**config.mk**
```make
export PLATFORM = sky130hd
export DESIGN_NAME = mixing_valve_step_controller_core
export DESIGN_NICKNAME = d
export VERILOG_FILES = /design/src/sv/mvsc_pkg.sv /design/src/sv/mvsc_decide.sv /design/src/sv/mixing_valve_step_controller_core.sv
export SDC_FILE = /design/constraint.sdc
export NUM_CORES = 1
export LEC_CHECK = 0
export ABC_AREA = 1
export ABC_CLOCK_PERIOD_IN_PS = 11800
export BUFFER_PORTS_ARGS = -buffer_cell sky130_fd_sc_hd__buf_4
export CAP_MARGIN = 5
export CORE_ASPECT_RATIO = 1.4
export CORE_MARGIN = 2
export CORE_UTILIZATION = 40
export CTS_BUF_LIST = sky130_fd_sc_hd__clkbuf_4 sky130_fd_sc_hd__clkbuf_8
export DETAILED_ROUTE_END_ITERATION = 6
export PLACE_DENSITY = 0.59
export SETUP_SLACK_MARGIN = 0.4
export SLEW_MARGIN = 10
export SYNTH_ARGS = -nofsm -noshare
export SYNTH_HDL_FRONTEND = slang
export SYNTH_HIERARCHICAL = 1
export SYNTH_SLANG_ARGS = --single-unit
export TNS_END_PERCENT = 10
```
**constraint.sdc**
```tcl
create_clock -name aclk -period 11.8 [get_ports aclk]
set_input_delay 2.36 -clock aclk [delete_from_list [all_inputs] [get_ports aclk]]
set_output_delay 2.36 -clock aclk [all_outputs]
set_load 0.02 [all_outputs]
```
**src/sv/mvsc_pkg.sv**
```systemverilog
package mvsc_pkg;

    localparam int TEMP_W      = 12;
    localparam int LIMIT_W     = 11;
    localparam int DEADBAND_W  = 8;
    localparam int LARGE_ERR_W = 10;
    localparam int TICKS_W     = 5;

    localparam int CFG_INDEX_W = 3;
    localparam int CFG_DATA_W  = 12;
    localparam int S_TDATA_W   = 40;
    localparam int S_TUSER_W   = 3;
    localparam int M_TDATA_W   = 16;

    localparam logic [TICKS_W-1:0] REST_TICKS  = 5'd30;
    localparam logic [TICKS_W-1:0] LONG_PULSE  = 5'd5;
    localparam logic [TICKS_W-1:0] OPEN_PULSE  = 5'd1;
    localparam logic [TICKS_W-1:0] CLOSE_PULSE = 5'd2;
    localparam logic [TICKS_W-1:0] FIRST_WAIT  = 5'd1;

    localparam logic signed [TEMP_W-1:0] HEAT_SETPOINT_RST     = 12'sd0;
    localparam logic [LIMIT_W-1:0]       BOILER_MAX_TEMP_RST   = 11'd800;
    localparam logic [LIMIT_W-1:0]       BOILER_SUPPLY_MIN_RST = 11'd450;
    localparam logic [LIMIT_W-1:0]       BOILER_RETURN_MIN_RST = 11'd300;
    localparam logic [DEADBAND_W-1:0]    DEADBAND_RST          = 8'd10;
    localparam logic [LARGE_ERR_W-1:0]   LARGE_ERROR_RST       = 10'd50;

    typedef enum logic [1:0] {
        VALVE_STOP  = 2'd0,
        VALVE_OPEN  = 2'd1,
        VALVE_CLOSE = 2'd2
    } valve_e_t;

    typedef enum logic [CFG_INDEX_W-1:0] {
        REG_HEAT_SETPOINT     = 3'd0,
        REG_BOILER_MAX_TEMP   = 3'd1,
        REG_BOILER_SUPPLY_MIN = 3'd2,
        REG_BOILER_RETURN_MIN = 3'd3,
        REG_DEADBAND          = 3'd4,
        REG_LARGE_ERROR       = 3'd5
    } reg_index_t;

    typedef struct packed {
        logic signed [TEMP_W-1:0] heat_setpoint;
        logic [LIMIT_W-1:0]       boiler_max_temp;
        logic [LIMIT_W-1:0]       boiler_supply_min;
        logic [LIMIT_W-1:0]       boiler_return_min;
        logic [DEADBAND_W-1:0]    deadband;
        logic [LARGE_ERR_W-1:0]   large_error;
    } cfg_t;

    typedef struct packed {
        logic signed [TEMP_W-1:0] supply_temp;
        logic                     supply_fault;
        logic signed [TEMP_W-1:0] outlet_temp;
        logic                     outlet_fault;
        logic signed [TEMP_W-1:0] return_temp;
        logic                     return_fault;
    } item_t;

    typedef struct packed {
        logic               boiler_drive;
        valve_e_t           valve_motor;
        logic [TICKS_W-1:0] ticks_left;
    } ctl_state_t;

    typedef struct packed {
        logic               decided;
        logic               overheat_alarm;
        logic               boiler_on;
        logic [1:0]         valve_cmd;
        logic [TICKS_W-1:0] wait_ticks;
    } result_t;

endpackage

```
**src/sv/mvsc_decide.sv**
```systemverilog
module mvsc_decide (
    input  mvsc_pkg::cfg_t       cfg,
    input  mvsc_pkg::item_t      item,
    input  mvsc_pkg::ctl_state_t state,
    output mvsc_pkg::ctl_state_t state_next,
    output mvsc_pkg::result_t    result
);
    import mvsc_pkg::*;

    localparam int CMP_W = TEMP_W + 2;

    logic signed [CMP_W-1:0] sup_x;
    logic signed [CMP_W-1:0] outl_x;
    logic signed [CMP_W-1:0] ret_x;
    logic signed [CMP_W-1:0] set_x;
    logic signed [CMP_W-1:0] max_x;
    logic signed [CMP_W-1:0] sup_min_x;
    logic signed [CMP_W-1:0] ret_min_x;
    logic signed [CMP_W-1:0] db_x;
    logic signed [CMP_W-1:0] big_x;
    logic signed [CMP_W-1:0] set_lo;
    logic signed [CMP_W-1:0] set_hi;
    logic signed [CMP_W-1:0] err_below;
    logic signed [CMP_W-1:0] err_above;
    logic                    any_fault;
    logic [TICKS_W-1:0]      wait_t;
    logic                    alarm;
    ctl_state_t              st;

    always_comb begin
        sup_x     = CMP_W'(item.supply_temp);
        outl_x    = CMP_W'(item.outlet_temp);
        ret_x     = CMP_W'(item.return_temp);
        set_x     = CMP_W'(cfg.heat_setpoint);
        max_x     = $signed({3'b000, cfg.boiler_max_temp});
        sup_min_x = $signed({3'b000, cfg.boiler_supply_min});
        ret_min_x = $signed({3'b000, cfg.boiler_return_min});
        db_x      = $signed({6'b000000, cfg.deadband});
        big_x     = $signed({4'b0000, cfg.large_error});
        set_lo    = set_x - db_x;
        set_hi    = set_x + db_x;
        err_below = set_x - outl_x;
        err_above = outl_x - set_x;
        any_fault = item.supply_fault | item.outlet_fault | item.return_fault;
    end

    always_comb begin
        st     = state;
        wait_t = FIRST_WAIT;
        alarm  = 1'b0;
        if (state.ticks_left != '0) begin
            st.ticks_left = state.ticks_left - 1'b1;
            result.decided        = 1'b0;
            result.overheat_alarm = 1'b0;
            result.wait_ticks     = '0;
        end else begin
            if (!item.supply_fault && sup_x > max_x) begin
                alarm  = 1'b1;
                wait_t = REST_TICKS;
            end
            if (set_x == '0) begin
                st.valve_motor = VALVE_CLOSE;
            end else if (set_x == max_x) begin
                st.boiler_drive = 1'b1;
                st.valve_motor  = VALVE_OPEN;
            end else if (set_x < 0 || any_fault) begin
                st.boiler_drive = 1'b0;
                st.valve_motor  = VALVE_CLOSE;
            end else begin
                st.boiler_drive = 1'b1;
                if (state.valve_motor != VALVE_STOP) begin
                    st.valve_motor = VALVE_STOP;
                    wait_t         = REST_TICKS;
                end else if (sup_x < sup_min_x || ret_x < ret_min_x) begin
                    st.valve_motor = VALVE_CLOSE;
                    wait_t         = REST_TICKS;
                end else if (outl_x <= set_lo) begin
                    st.valve_motor = VALVE_OPEN;
                    wait_t         = (err_below > big_x) ? LONG_PULSE : OPEN_PULSE;
                end else if (outl_x >= set_hi) begin
                    st.valve_motor = VALVE_CLOSE;
                    wait_t         = (err_above > big_x) ? LONG_PULSE : CLOSE_PULSE;
                end
            end
            st.ticks_left         = wait_t - 1'b1;
            result.decided        = 1'b1;
            result.overheat_alarm = alarm;
            result.wait_ticks     = wait_t;
        end
        result.boiler_on = st.boiler_drive;
        result.valve_cmd = st.valve_motor;
        state_next       = st;
    end

endmodule

```
**src/sv/mixing_valve_step_controller_core.sv**
```systemverilog
// channel   dir  handshake         payload
// s_        in   s_tvalid/tready   s_tdata: supply, outlet, return temps; s_tuser: faults
// m_        out  m_tvalid/tready   m_tdata: decided, alarm, boiler, valve, wait
// cfg_      in   cfg_valid/ready   cfg_index, cfg_data; always ready
//
// one word per cycle when m_ is not stalled; m_tvalid rises after the word passes
// the input register and then one pass of compare logic into the result register
// aresetn is synchronous: config registers return to defaults, state clears
// a stalled m_ side holds its word while one more s_ word waits in the input stage
module mixing_valve_step_controller_core (
    input  logic                             aclk,
    input  logic                             aresetn,
    input  logic                             s_tvalid,
    output logic                             s_tready,
    // supply_temp[11:0], outlet_temp[23:12], return_temp[35:24], zero fill
    input  logic [mvsc_pkg::S_TDATA_W-1:0]   s_tdata,
    // supply_fault[0], outlet_fault[1], return_fault[2]
    input  logic [mvsc_pkg::S_TUSER_W-1:0]   s_tuser,
    output logic                             m_tvalid,
    input  logic                             m_tready,
    // decided[0], overheat_alarm[1], boiler_on[2], valve_cmd[4:3], wait_ticks[9:5]
    output logic [mvsc_pkg::M_TDATA_W-1:0]   m_tdata,
    input  logic                             cfg_valid,
    output logic                             cfg_ready,
    input  logic [mvsc_pkg::CFG_INDEX_W-1:0] cfg_index,
    input  logic [mvsc_pkg::CFG_DATA_W-1:0]  cfg_data
);
    import mvsc_pkg::*;

    cfg_t       cfg_reg;
    item_t      item_reg;
    logic       in_valid_reg;
    ctl_state_t state_reg;
    ctl_state_t state_next;
    result_t    res_reg;
    result_t    res_next;
    logic       out_valid_reg;
    logic       advance;

    assign advance   = in_valid_reg && (!out_valid_reg || m_tready);
    assign s_tready  = !in_valid_reg || advance;
    assign cfg_ready = 1'b1;
    assign m_tvalid  = out_valid_reg;
    assign m_tdata   = {(M_TDATA_W - $bits(result_t))'(0),
                        res_reg.wait_ticks, res_reg.valve_cmd, res_reg.boiler_on,
                        res_reg.overheat_alarm, res_reg.decided};

    mvsc_decide u_decide (
        .cfg        (cfg_reg),
        .item       (item_reg),
        .state      (state_reg),
        .state_next (state_next),
        .result     (res_next)
    );

    always_ff @(posedge aclk) begin
        if (!aresetn) begin
            cfg_reg.heat_setpoint     <= HEAT_SETPOINT_RST;
            cfg_reg.boiler_max_temp   <= BOILER_MAX_TEMP_RST;
            cfg_reg.boiler_supply_min <= BOILER_SUPPLY_MIN_RST;
            cfg_reg.boiler_return_min <= BOILER_RETURN_MIN_RST;
            cfg_reg.deadband          <= DEADBAND_RST;
            cfg_reg.large_error       <= LARGE_ERROR_RST;
        end else if (cfg_valid && cfg_ready) begin
            case (cfg_index)
                REG_HEAT_SETPOINT:     cfg_reg.heat_setpoint     <= cfg_data;
                REG_BOILER_MAX_TEMP:   cfg_reg.boiler_max_temp   <= cfg_data[LIMIT_W-1:0];
                REG_BOILER_SUPPLY_MIN: cfg_reg.boiler_supply_min <= cfg_data[LIMIT_W-1:0];
                REG_BOILER_RETURN_MIN: cfg_reg.boiler_return_min <= cfg_data[LIMIT_W-1:0];
                REG_DEADBAND:          cfg_reg.deadband          <= cfg_data[DEADBAND_W-1:0];
                REG_LARGE_ERROR:       cfg_reg.large_error       <= cfg_data[LARGE_ERR_W-1:0];
                default: ;
            endcase
        end
    end

    always_ff @(posedge aclk) begin
        if (!aresetn) begin
            in_valid_reg <= 1'b0;
        end else if (s_tready) begin
            in_valid_reg <= s_tvalid;
        end
    end

    always_ff @(posedge aclk) begin
        if (s_tvalid && s_tready) begin
            item_reg.supply_temp  <= s_tdata[TEMP_W-1:0];
            item_reg.outlet_temp  <= s_tdata[2*TEMP_W-1:TEMP_W];
            item_reg.return_temp  <= s_tdata[3*TEMP_W-1:2*TEMP_W];
            item_reg.supply_fault <= s_tuser[0];
            item_reg.outlet_fault <= s_tuser[1];
            item_reg.return_fault <= s_tuser[2];
        end
    end

    always_ff @(posedge aclk) begin
        if (!aresetn) begin
            state_reg.boiler_drive <= 1'b0;
            state_reg.valve_motor  <= VALVE_STOP;
            state_reg.ticks_left   <= '0;
            out_valid_reg          <= 1'b0;
        end else begin
            if (advance) begin
                state_reg     <= state_next;
                out_valid_reg <= 1'b1;
            end else if (m_tready) begin
                out_valid_reg <= 1'b0;
            end
        end
    end

    always_ff @(posedge aclk) begin
        if (advance) begin
            res_reg <= res_next;
        end
    end

endmodule

```
==> impl_metrics.json, run 1 <==
{
  "cts_buffers": 17,
  "firstDrtPassIters": 7,
  "r2r_start": "cfg_reg[52]",
  "final_cell_mix": "284 x nand2_1, 165 x inv_1, 165 x nor2_1",
  "synthCells": 1235,
  "synth_top_family_by_area": "simple AND/OR/NAND/NOR gates",
  "worst_pin_slew_ns": 0.878,
  "routed_wirelength_mm": 22.9,
  "path_buf_inv": 3,
  "ctsResizeCount": 0,
  "max_stage_delay_ns": 0.19,
  "area_delta_synth_final_pct": 11.1,
  "max_freq_mhz": 191,
  "io_buffers": 70,
  "peakVddDrop_v": 0.0000878,
  "wl_per_cell_um": 14.2,
  "ys_seq_area_share_pct": 32.1,
  "drv_cap": 0,
  "synth.area.mux_share_pct": 0,
  "synth.cell_area_um2": 9140,
  "cp_max_fo": 3,
  "cts-root-buf": "clkbuf_8",
  "instances_no_fill": 1606,
  "grt_pass1_vias": 7599,
  "crit_family": "buffers and inverters",
  "path_cells": "buf_4, inv_1, nand3_1, buf_4",
  "nets": 1476,
  "finalHoldViolCount": 0,
  "failed_checks": "DRC",
  "cts_buffer_depth": 2,
  "diodes": 0,
  "post-cts-setup-buffers": 0,
  "die_x_um": 132,
  "relSlewSlack_pct": 41.5,
  "boundaryPins": 82,
  "grt_max_degree": 73,
  "drive_above_1_share_pct": 13.0,
  "gr-usage-all-layers_pct": 19.5,
  "initial_core_util_pct": 40.6,
  "clock_skew_ns": 0.0123,
  "hpwlAfterDp_mm": 17.9,
  "gp_congestion": 0.969,
  "die-height_um": 183,
  "vias_per_cell": 4.85,
  "fin_util_pct": 45.0,
  "fillers": 2399,
  "period_needed_ns": 5.23,
  "slowest_stage": "buf_4",
  "cellLeakagePower_nw": 5.00,
  "synth_compound_area_share_pct": 6.35,
  "clock_latency_ns": 0.47,
  "grt_pass1_wl_mm": 36.9,
  "critPathLaunchType": "input pin",
  "synth-seq-cells": 122,
  "grt_overflow": 0,
  "hold_path.startpoint": "cfg_reg[20]",
  "required_ns": 9.44,
  "rows": 65,
  "grt_setup_unrepaired": "false",
  "fin_crit_sh_pct": 44.3,
  "clkTransAtPathRegs_ns": 0.08,
  "cp-end-kind": "output port",
  "ant_nets": 0,
  "dieArea_um2": 24100,
  "drc": 8,
  "crit_type": "in -> out",
  "antenna_found_initial": 0,
  "hold_path_class": "reg -> reg",
  "core_area_um2": 22500,
  "largest_register_ffs": 63,
  "ctsHoldBuffers": 0,
  "synth_cell_type_count": 48,
  "num_vias": 7788,
  "h-tree-depth": 4,
  "status": "finished, violations left",
  "setup_viol": 0,
  "cp_num_cells": 4,
  "cts.sinks": 122,
  "p_per_area_nw_per_um2": 109,
  "whs_path_depth": 2,
  "endpoint": "s_tready",
  "arrival_ns": 2.87,
  "synthSimpleGateAreaFrac_pct": 30.3,
  "syn_area_per_cell_um2": 7.40,
  "r2r-end": "state_reg[2]",
  "drtIter0Drc": 373,
  "path_common_cell": "buf_4",
  "synthAdderAreaFrac_pct": 16.9,
  "rrSetupSlack_ns": 6.84,
  "final_common_cell": "nand2_1",
  "reg2regPathDepth": 31,
  "holdWs_ns": 0.467,
  "worstSetupStartpoint": "m_tready",
  "dp.cells": 1574,
  "drv_slew": 0,
  "tns_ns": 0,
  "synthXorXnorAreaFrac_pct": 3.93,
  "yosys_warnings": 6,
  "cts_tree": "done"
}
-- where the power goes --
group | switching (mW) | leakage, nW | internal (mW)
logic | 0.176 | 3.73 | 0.108
clock network | 0.175 | 0.192 | 0.167
registers | 0.0171 | 1.07 | 0.462
-- metal layers --
layer	global-route usage [%]	wire length [um]
met1	21.2	9580
met2	36.6	11900
met3	2.96	586
met4	10.1	861
met5	0	0
-- per-stage QoR --
step	power, mW	setup WS (ns)	cell area [um2]
after floorplan	0.696	6.79	9160
after global placement	0.767	6.58	9800
after detailed placement	0.772	6.57	9800
after CTS	1.12	6.57	10100
after global routing	1.17	6.25	10100
final	1.10	6.57	10100
-- worst register-to-register path, delay by kind of cell (launching register included) --
family / cells / cell delay, ns
and+or+nand+nor: 16 / 1.59
buffers and inverters: 4 / 0.39
AOI/OAI and AO/OA: 7 / 1.25
adders and majority gates: 3 / 0.95
DFF: 1 / 0.53
xor gates and xnor gates: 1 / 0.16
-- how the worst min path moves through the flow --
stage | endpoint | slack [ns]
CTS | cfg_reg[26] | 0.47
finish | cfg_reg[20] | 0.47
global placement | cfg_reg[23] | 0.44
detailed placement | cfg_reg[21] | 0.45
floorplan | cfg_reg[1] | 0.43
global route | cfg_reg[20] | 0.49
-- cells in the mapped netlist (all sizes together) --
library cell | count | area, um2
and3 | 1 | 6.26
clkbuf | 3 | 11.3
nand2 | 303 | 1180
or2 | 2 | 12.5
nand3 | 106 | 563
a31o | 1 | 8.76
buf | 35 | 254
nor4 | 1 | 12.5
a22oi | 1 | 7.51
o21bai | 4 | 30.0
nor3 | 7 | 35.0
or3 | 1 | 6.26
xor2 | 31 | 272
fa | 4 | 80.1
dfxtp | 73 | 1460
o2111ai | 1 | 8.76
inv | 180 | 676
o211ai | 2 | 20.0
nand4 | 19 | 125
edfxtp | 49 | 1470
nand3b | 9 | 67.6
and2 | 2 | 15.0
o31ai | 2 | 15.0
xnor2 | 10 | 87.6
a31oi | 3 | 18.8
conb | 2 | 7.51
o21ai | 22 | 125
ha | 117 | 1460
a21oi | 64 | 347
nor2 | 180 | 743
-- area by class of cell --
cell class                 count  area [um2]  share of cell area [%]
timing repair buffer          71         533                    5.25
clock inverter                 8        48.8                   0.481
tap                          301         377                    3.71
multi-input combinational    900        5280                    52.0
sequential                   122        2930                    28.9
inverter                     180         676                    6.66
clock buffer                  24         299                    2.95
-- logic make-up after synthesis --
logic type,after synthesis
compound gates,100
buf+inv,218
flops,122
fa+ha+maj,121
simple gates,631
xor+xnor,41
other cells,2
No activity file was read; power rests on OpenSTA's default activity.
==> inputs of run 2 (changes only) <==
--- a/config.mk
+++ b/config.mk
@@ -6,7 +6,7 @@
 export NUM_CORES = 1
 export LEC_CHECK = 0
 export ABC_AREA = 1
-export ABC_CLOCK_PERIOD_IN_PS = 11800
+export ABC_CLOCK_PERIOD_IN_PS = 5400
 export BUFFER_PORTS_ARGS = -buffer_cell sky130_fd_sc_hd__buf_4
 export CAP_MARGIN = 5
 export CORE_ASPECT_RATIO = 1.4
==> constraint.sdc (replaced) <==
create_clock -name aclk -period 5.4 [get_ports aclk]
set_input_delay 1.08 -clock aclk [delete_from_list [all_inputs] [get_ports aclk]]
set_output_delay 1.08 -clock aclk [all_outputs]
set_load 0.02 [all_outputs]
==> run 2 against run 1 <==
Net effect:
- the flow now finishes without violations
- core utilization rose by 0.18 points
- flip-flop and latch count did not move
- first-iteration DRC count fell by 4.6%
- sequential share of layout area fell by 0.089 points
- cell count did not move
- clock skew rose by 0.0081 ns
- critical path type is now reg -> reg
- critical endpoint is now state_reg[2]
- largest power group unchanged
- highest routed layer unchanged
==> impl_metrics.json, run 2 (same netlist as run 1, synthesis figures left out) <==
{
  "die-height_um": 183,
  "routed_wirelength_mm": 22.7,
  "max_stage_delay_ns": 0.42,
  "cellLeakagePower_nw": 5.00,
  "cts.sinks": 122,
  "drv_slew": 0,
  "max_freq_mhz": 217,
  "worst_pin_slew_ns": 0.935,
  "initial_core_util_pct": 40.6,
  "grt_setup_unrepaired": "false",
  "dp.cells": 1574,
  "num_vias": 7864,
  "relSlewSlack_pct": 37.7,
  "gr-usage-all-layers_pct": 19.5,
  "boundaryPins": 82,
  "drc": 0,
  "tns_ns": 0,
  "period_needed_ns": 4.61,
  "power_mw": 2.45,
  "cts_buffers": 17,
  "fillers": 2399,
  "grt_pass1_vias": 7623,
  "wl_per_cell_um": 14.1,
  "vias_per_cell": 4.90,
  "peakVddDrop_v": 0.000201,
  "area_delta_synth_final_pct": 11.5,
  "dieArea_um2": 24100,
  "core_area_um2": 22500,
  "worstSetupStartpoint": "cfg_reg[51]",
  "cts-root-buf": "clkbuf_8",
  "io_buffers": 70,
  "antenna_found_initial": 0,
  "h-tree-depth": 4,
  "hpwlAfterDp_mm": 17.7,
  "drive_above_1_share_pct": 13.4,
  "slowest_stage": "fa_1",
  "rows": 65,
  "path_common_cell": "nand2_1",
  "nets": 1476,
  "crit_type": "reg -> reg",
  "ant_nets": 0,
  "finalHoldViolCount": 0,
  "grt_max_degree": 73,
  "clock_latency_ns": 0.47,
  "clkTransAtPathRegs_ns": 0.08,
  "cts_buffer_depth": 2,
  "cts_tree": "done",
  "firstDrtPassIters": 5,
  "grt_pass1_wl_mm": 37.2,
  "final_common_cell": "nand2_1",
  "diodes": 0,
  "largest_register_ffs": 63,
  "clock_skew_ns": 0.0204,
  "fin_crit_sh_pct": 85.4,
  "cp_max_fo": 5,
  "arrival_ns": 4.96,
  "final_cell_mix": "284 x nand2_1, 165 x inv_1, 165 x nor2_1",
  "cp-end-kind": "flop",
  "required_ns": 5.75,
  "grt_overflow": 0,
  "hold_path.startpoint": "cfg_reg[20]",
  "p_per_area_nw_per_um2": 241,
  "post-cts-setup-buffers": 0,
  "setup_viol": 0,
  "gp_congestion": 0.918,
  "r2r_start": "cfg_reg[51]",
  "status": "complete, no violations",
  "hold_path_class": "reg -> reg",
  "drtIter0Drc": 356,
  "instances_no_fill": 1606,
  "drv_cap": 0,
  "die_x_um": 132,
  "critPathLaunchType": "flop"
}
[run 2: final cells by class]
cell class	instances	area, um2	area share, %
inverters	180	676	6.63
clock inverters	14	121	1.19
clock buffers	18	248	2.43
well taps	301	377	3.70
repair buffers	71	533	5.23
flip-flops and latches	122	2940	28.8
multi-input cells	900	5300	52.0
[run 2: what timing repair did]
item / CTS / global route
endpoints found under the setup margin: 0 / 5
resized for setup: 0 / 7
hold buffers: 0 / 0
[run 2: stage by stage]
stage,cell area (um2),hold slack [ns],worst slack [ns],utilization (%)
2_1_floorplan,9160,0.429,1.26,-
3_3_place_gp,9800,0.442,0.611,43.5
3_5_place_dp,9800,0.447,0.524,43.5
4_1_cts,10200,0.470,0.492,45.1
5_1_grt,10200,0.486,0.426,45.2
6_report,10200,0.463,0.789,45.2
[run 2: worst max-delay path: cells and delay by family (launching register included)]
| kind | cells | cell delay [ns] |
|---|---|---|
| XOR/XNOR | 2 | 0.23 |
| adder cells (fa/ha/maj) | 4 | 1.18 |
| flip-flops | 1 | 0.40 |
| buffers and inverters | 2 | 0.24 |
| AO/OA/AOI/OAI | 4 | 0.82 |
| AND/OR/NAND/NOR | 16 | 1.60 |
[run 2: where the power goes]
part | switching, mW | leakage (nW) | internal (mW) | total, mW
clock | 0.411 | 0.187 | 0.376 | 0.787
sequential | 0.0366 | 1.07 | 1.01 | 1.05
combinational | 0.385 | 3.74 | 0.236 | 0.621
total | 0.832 | 5.00 | 1.62 | 2.45
[run 2: path summary, 6_finish.rpt]
kind             endpoint  slack (ns)  depth (start not counted)
max          state_reg[2]        0.79                         28
min           cfg_reg[20]        0.46                          2
max reg2reg  state_reg[2]        0.79                         28
min reg2reg   cfg_reg[20]        0.46                          2
[run 2: metal layers]
layer,vias to the layer above,share of wire [%],global-route usage [%]
met5,-,0,0
met4,0,3.2,8.74
met3,45,2.8,3.07
met2,151,52,36.5
met1,3615,42,21.7
li1,4053,-,-
==> inputs of run 3 (changes only) <==
--- a/config.mk
+++ b/config.mk
@@ -6,13 +6,13 @@
 export NUM_CORES = 1
 export LEC_CHECK = 0
 export ABC_AREA = 1
-export ABC_CLOCK_PERIOD_IN_PS = 5400
+export ABC_CLOCK_PERIOD_IN_PS = 5900
 export BUFFER_PORTS_ARGS = -buffer_cell sky130_fd_sc_hd__buf_4
 export CAP_MARGIN = 5
-export CORE_ASPECT_RATIO = 1.4
+export CORE_ASPECT_RATIO = 0.5
 export CORE_MARGIN = 2
 export CORE_UTILIZATION = 40
-export CTS_BUF_LIST = sky130_fd_sc_hd__clkbuf_4 sky130_fd_sc_hd__clkbuf_8
+export CTS_BUF_LIST = sky130_fd_sc_hd__clkbuf_8
 export DETAILED_ROUTE_END_ITERATION = 6
 export PLACE_DENSITY = 0.59
 export SETUP_SLACK_MARGIN = 0.4
==> constraint.sdc (replaced) <==
create_clock -name aclk -period 5.9 [get_ports aclk]
set_input_delay 1.18 -clock aclk [delete_from_list [all_inputs] [get_ports aclk]]
set_output_delay 1.18 -clock aclk [all_outputs]
set_load 0.02 [all_outputs]
==> run 3 against run 2 <==
Net effect:
- first-iteration DRC count rose by 25%
- power fell by 6.7%
- clock-buffer cell count fell by 1
- setup slack improved by 0.18 ns
- critical endpoint unchanged
- critical path depth rose by 3
- via count rose by 0.83%
- non-clock buffer count rose by 1
- global-route usage rose by 0.36 points
- die area rose by 0.23%
- sequential power fell by 9%
- highest routed layer unchanged
- maximum frequency fell by 6.5%
==> impl_metrics.json, run 3 (same netlist as run 1, synthesis figures left out) <==
{
  "power.internal_mw": 1.55,
  "largest_register_ffs": 63,
  "fillers": 2307,
  "area_delta_synth_final_pct": 11.8,
  "dp.cells": 1581,
  "p_sw_uw": 738,
  "p_seq_share_pct": 41.9,
  "clock_latency_ns": 0.44,
  "p_comb_share_pct": 24.9,
  "post-cts-setup-buffers": 0,
  "drc": 0,
  "ctsHoldBuffers": 0,
  "final_cell_mix": "284 x nand2_1, 168 x inv_1, 165 x nor2_1",
  "boundaryPins": 82,
  "cp-end-kind": "flop",
  "tns_ns": 0,
  "drtIter0Drc": 444,
  "grt_pass1_wl_mm": 37.6,
  "dieArea_um2": 24100,
  "crit_type": "reg -> reg",
  "ant_nets": 0,
  "wl_per_cell_um": 14.4,
  "grt_overflow": 0,
  "gp_congestion": 0.855,
  "cts.sinks": 122,
  "p_clk_share_pct": 33.2,
  "status": "complete, no violations",
  "worst_pin_slew_ns": 0.998,
  "finalHoldViolCount": 0,
  "cts_buffer_depth": 2,
  "drive_above_1_share_pct": 12.8,
  "hold_path_class": "reg -> reg",
  "rows": 39,
  "power_mw": 2.29,
  "period_needed_ns": 4.93,
  "hpwlAfterDp_mm": 18.5,
  "cellLeakagePower_nw": 5.01,
  "clkTransAtPathRegs_ns": 0.08,
  "placed_area_um2": 9810,
  "grt_setup_unrepaired": "false",
  "firstDrtPassIters": 5,
  "initial_core_util_pct": 40.4,
  "cts_tree": "done",
  "vias_per_cell": 4.92,
  "core_area_um2": 22600,
  "diodes": 0,
  "setup_viol": 0,
  "cts-root-buf": "clkbuf_8",
  "path_common_cell": "nand2_1",
  "nets": 1477,
  "die-height_um": 111,
  "max_freq_mhz": 203,
  "instances_no_fill": 1613,
  "fin_crit_sh_pct": 83.6,
  "gr-usage-all-layers_pct": 19.9,
  "required_ns": 6.24,
  "h-tree-depth": 4,
  "drv_cap": 0,
  "relSlewSlack_pct": 33.4,
  "p_per_area_nw_per_um2": 224,
  "peakVddDrop_v": 0.0000997,
  "antenna_found_initial": 0,
  "io_buffers": 70,
  "grt_pass1_vias": 7600,
  "critPathLaunchType": "flop",
  "slowest_stage": "dfxtp_1",
  "routed_wirelength_mm": 23.2,
  "arrival_ns": 5.27,
  "grt_max_degree": 73,
  "final_area_um2": 10200,
  "drv_slew": 0,
  "clock_skew_ns": 0.0105,
  "max_stage_delay_ns": 0.54,
  "cts_buffers": 17,
  "cp_max_fo": 7,
  "p_sw_share_pct": 32.2,
  "final_common_cell": "nand2_1",
  "die_x_um": 218,
  "num_vias": 7929
}
## run 3: cell types whose count changed in the layout (fill, tap and decap cells not counted), sizes merged
cell / delta
buf: +1
clkinv: -3
clkinvlp: +3
bufinv: +2
inv: -1
clkbuf: -1
## run 3: cell type report
class                   count  area [um2]  share of cell area [%]
multi-input cells         900        5280                    51.7
flip-flops and latches    122        2930                    28.7
inverters                 180         676                    6.62
repair buffers             72         541                    5.29
well taps                 307         384                    3.76
clock buffers              17         234                    2.29
clock inverters            15         163                    1.59
## run 3: critical path: cells and delay by family, from the launching register on
family                   cells  cell delay, ns
buffers and inverters        4            0.42
XOR/XNOR                     1            0.17
AO/OA/AOI/OAI                7            1.18
flip-flops                   1            0.54
adder cells (fa/ha/maj)      3            0.98
AND/OR/NAND/NOR             16            1.54
## run 3: timing repair
item / CTS / global route
endpoints found under the setup margin: 0 / 2
resized for setup: 0 / 1
endpoints found under the hold margin: 0 / 0
## run 3: path summary, 6_finish.rpt
kind	end	from	slack, ns	depth (start not counted)
setup reg to reg	state_reg[2]	cfg_reg[52]	0.97	31
hold / removal	cfg_reg[26]	cfg_reg[26]	0.46	2
hold reg to reg	cfg_reg[26]	cfg_reg[26]	0.46	2
setup / recovery	state_reg[2]	cfg_reg[52]	0.97	31
## run 3: through the flow
step / setup WS (ns) / hold slack, ns / utilization, %
global placement: 1.01 / 0.445 / 43.4
detailed placement: 0.914 / 0.449 / 43.4
CTS: 0.879 / 0.468 / 45.2
floorplan: 1.76 / 0.429 / -
finish: 0.968 / 0.465 / 45.2
global route: 0.472 / 0.491 / 45.2
## run 3: power groups by stage
| stage | clock (mW) | sequential, mW | combinational (mW) |
|---|---|---|---|
| final | 0.760 | 0.959 | 0.569 |
| after global routing | 0.823 | 0.964 | 0.649 |
| after CTS | 0.778 | 0.959 | 0.569 |
| after detailed placement | 0 | 0.978 | 0.567 |
| after global placement | 0 | 0.977 | 0.552 |
| after floorplan | 0 | 0.970 | 0.422 |
## run 3: routing by layer
metal | wire [um] | global-route usage (%)
met1 | 11800 | 27.9
met2 | 9880 | 31.3
met3 | 1040 | 3.32
met4 | 504 | 6.03
met5 | 0 | 0
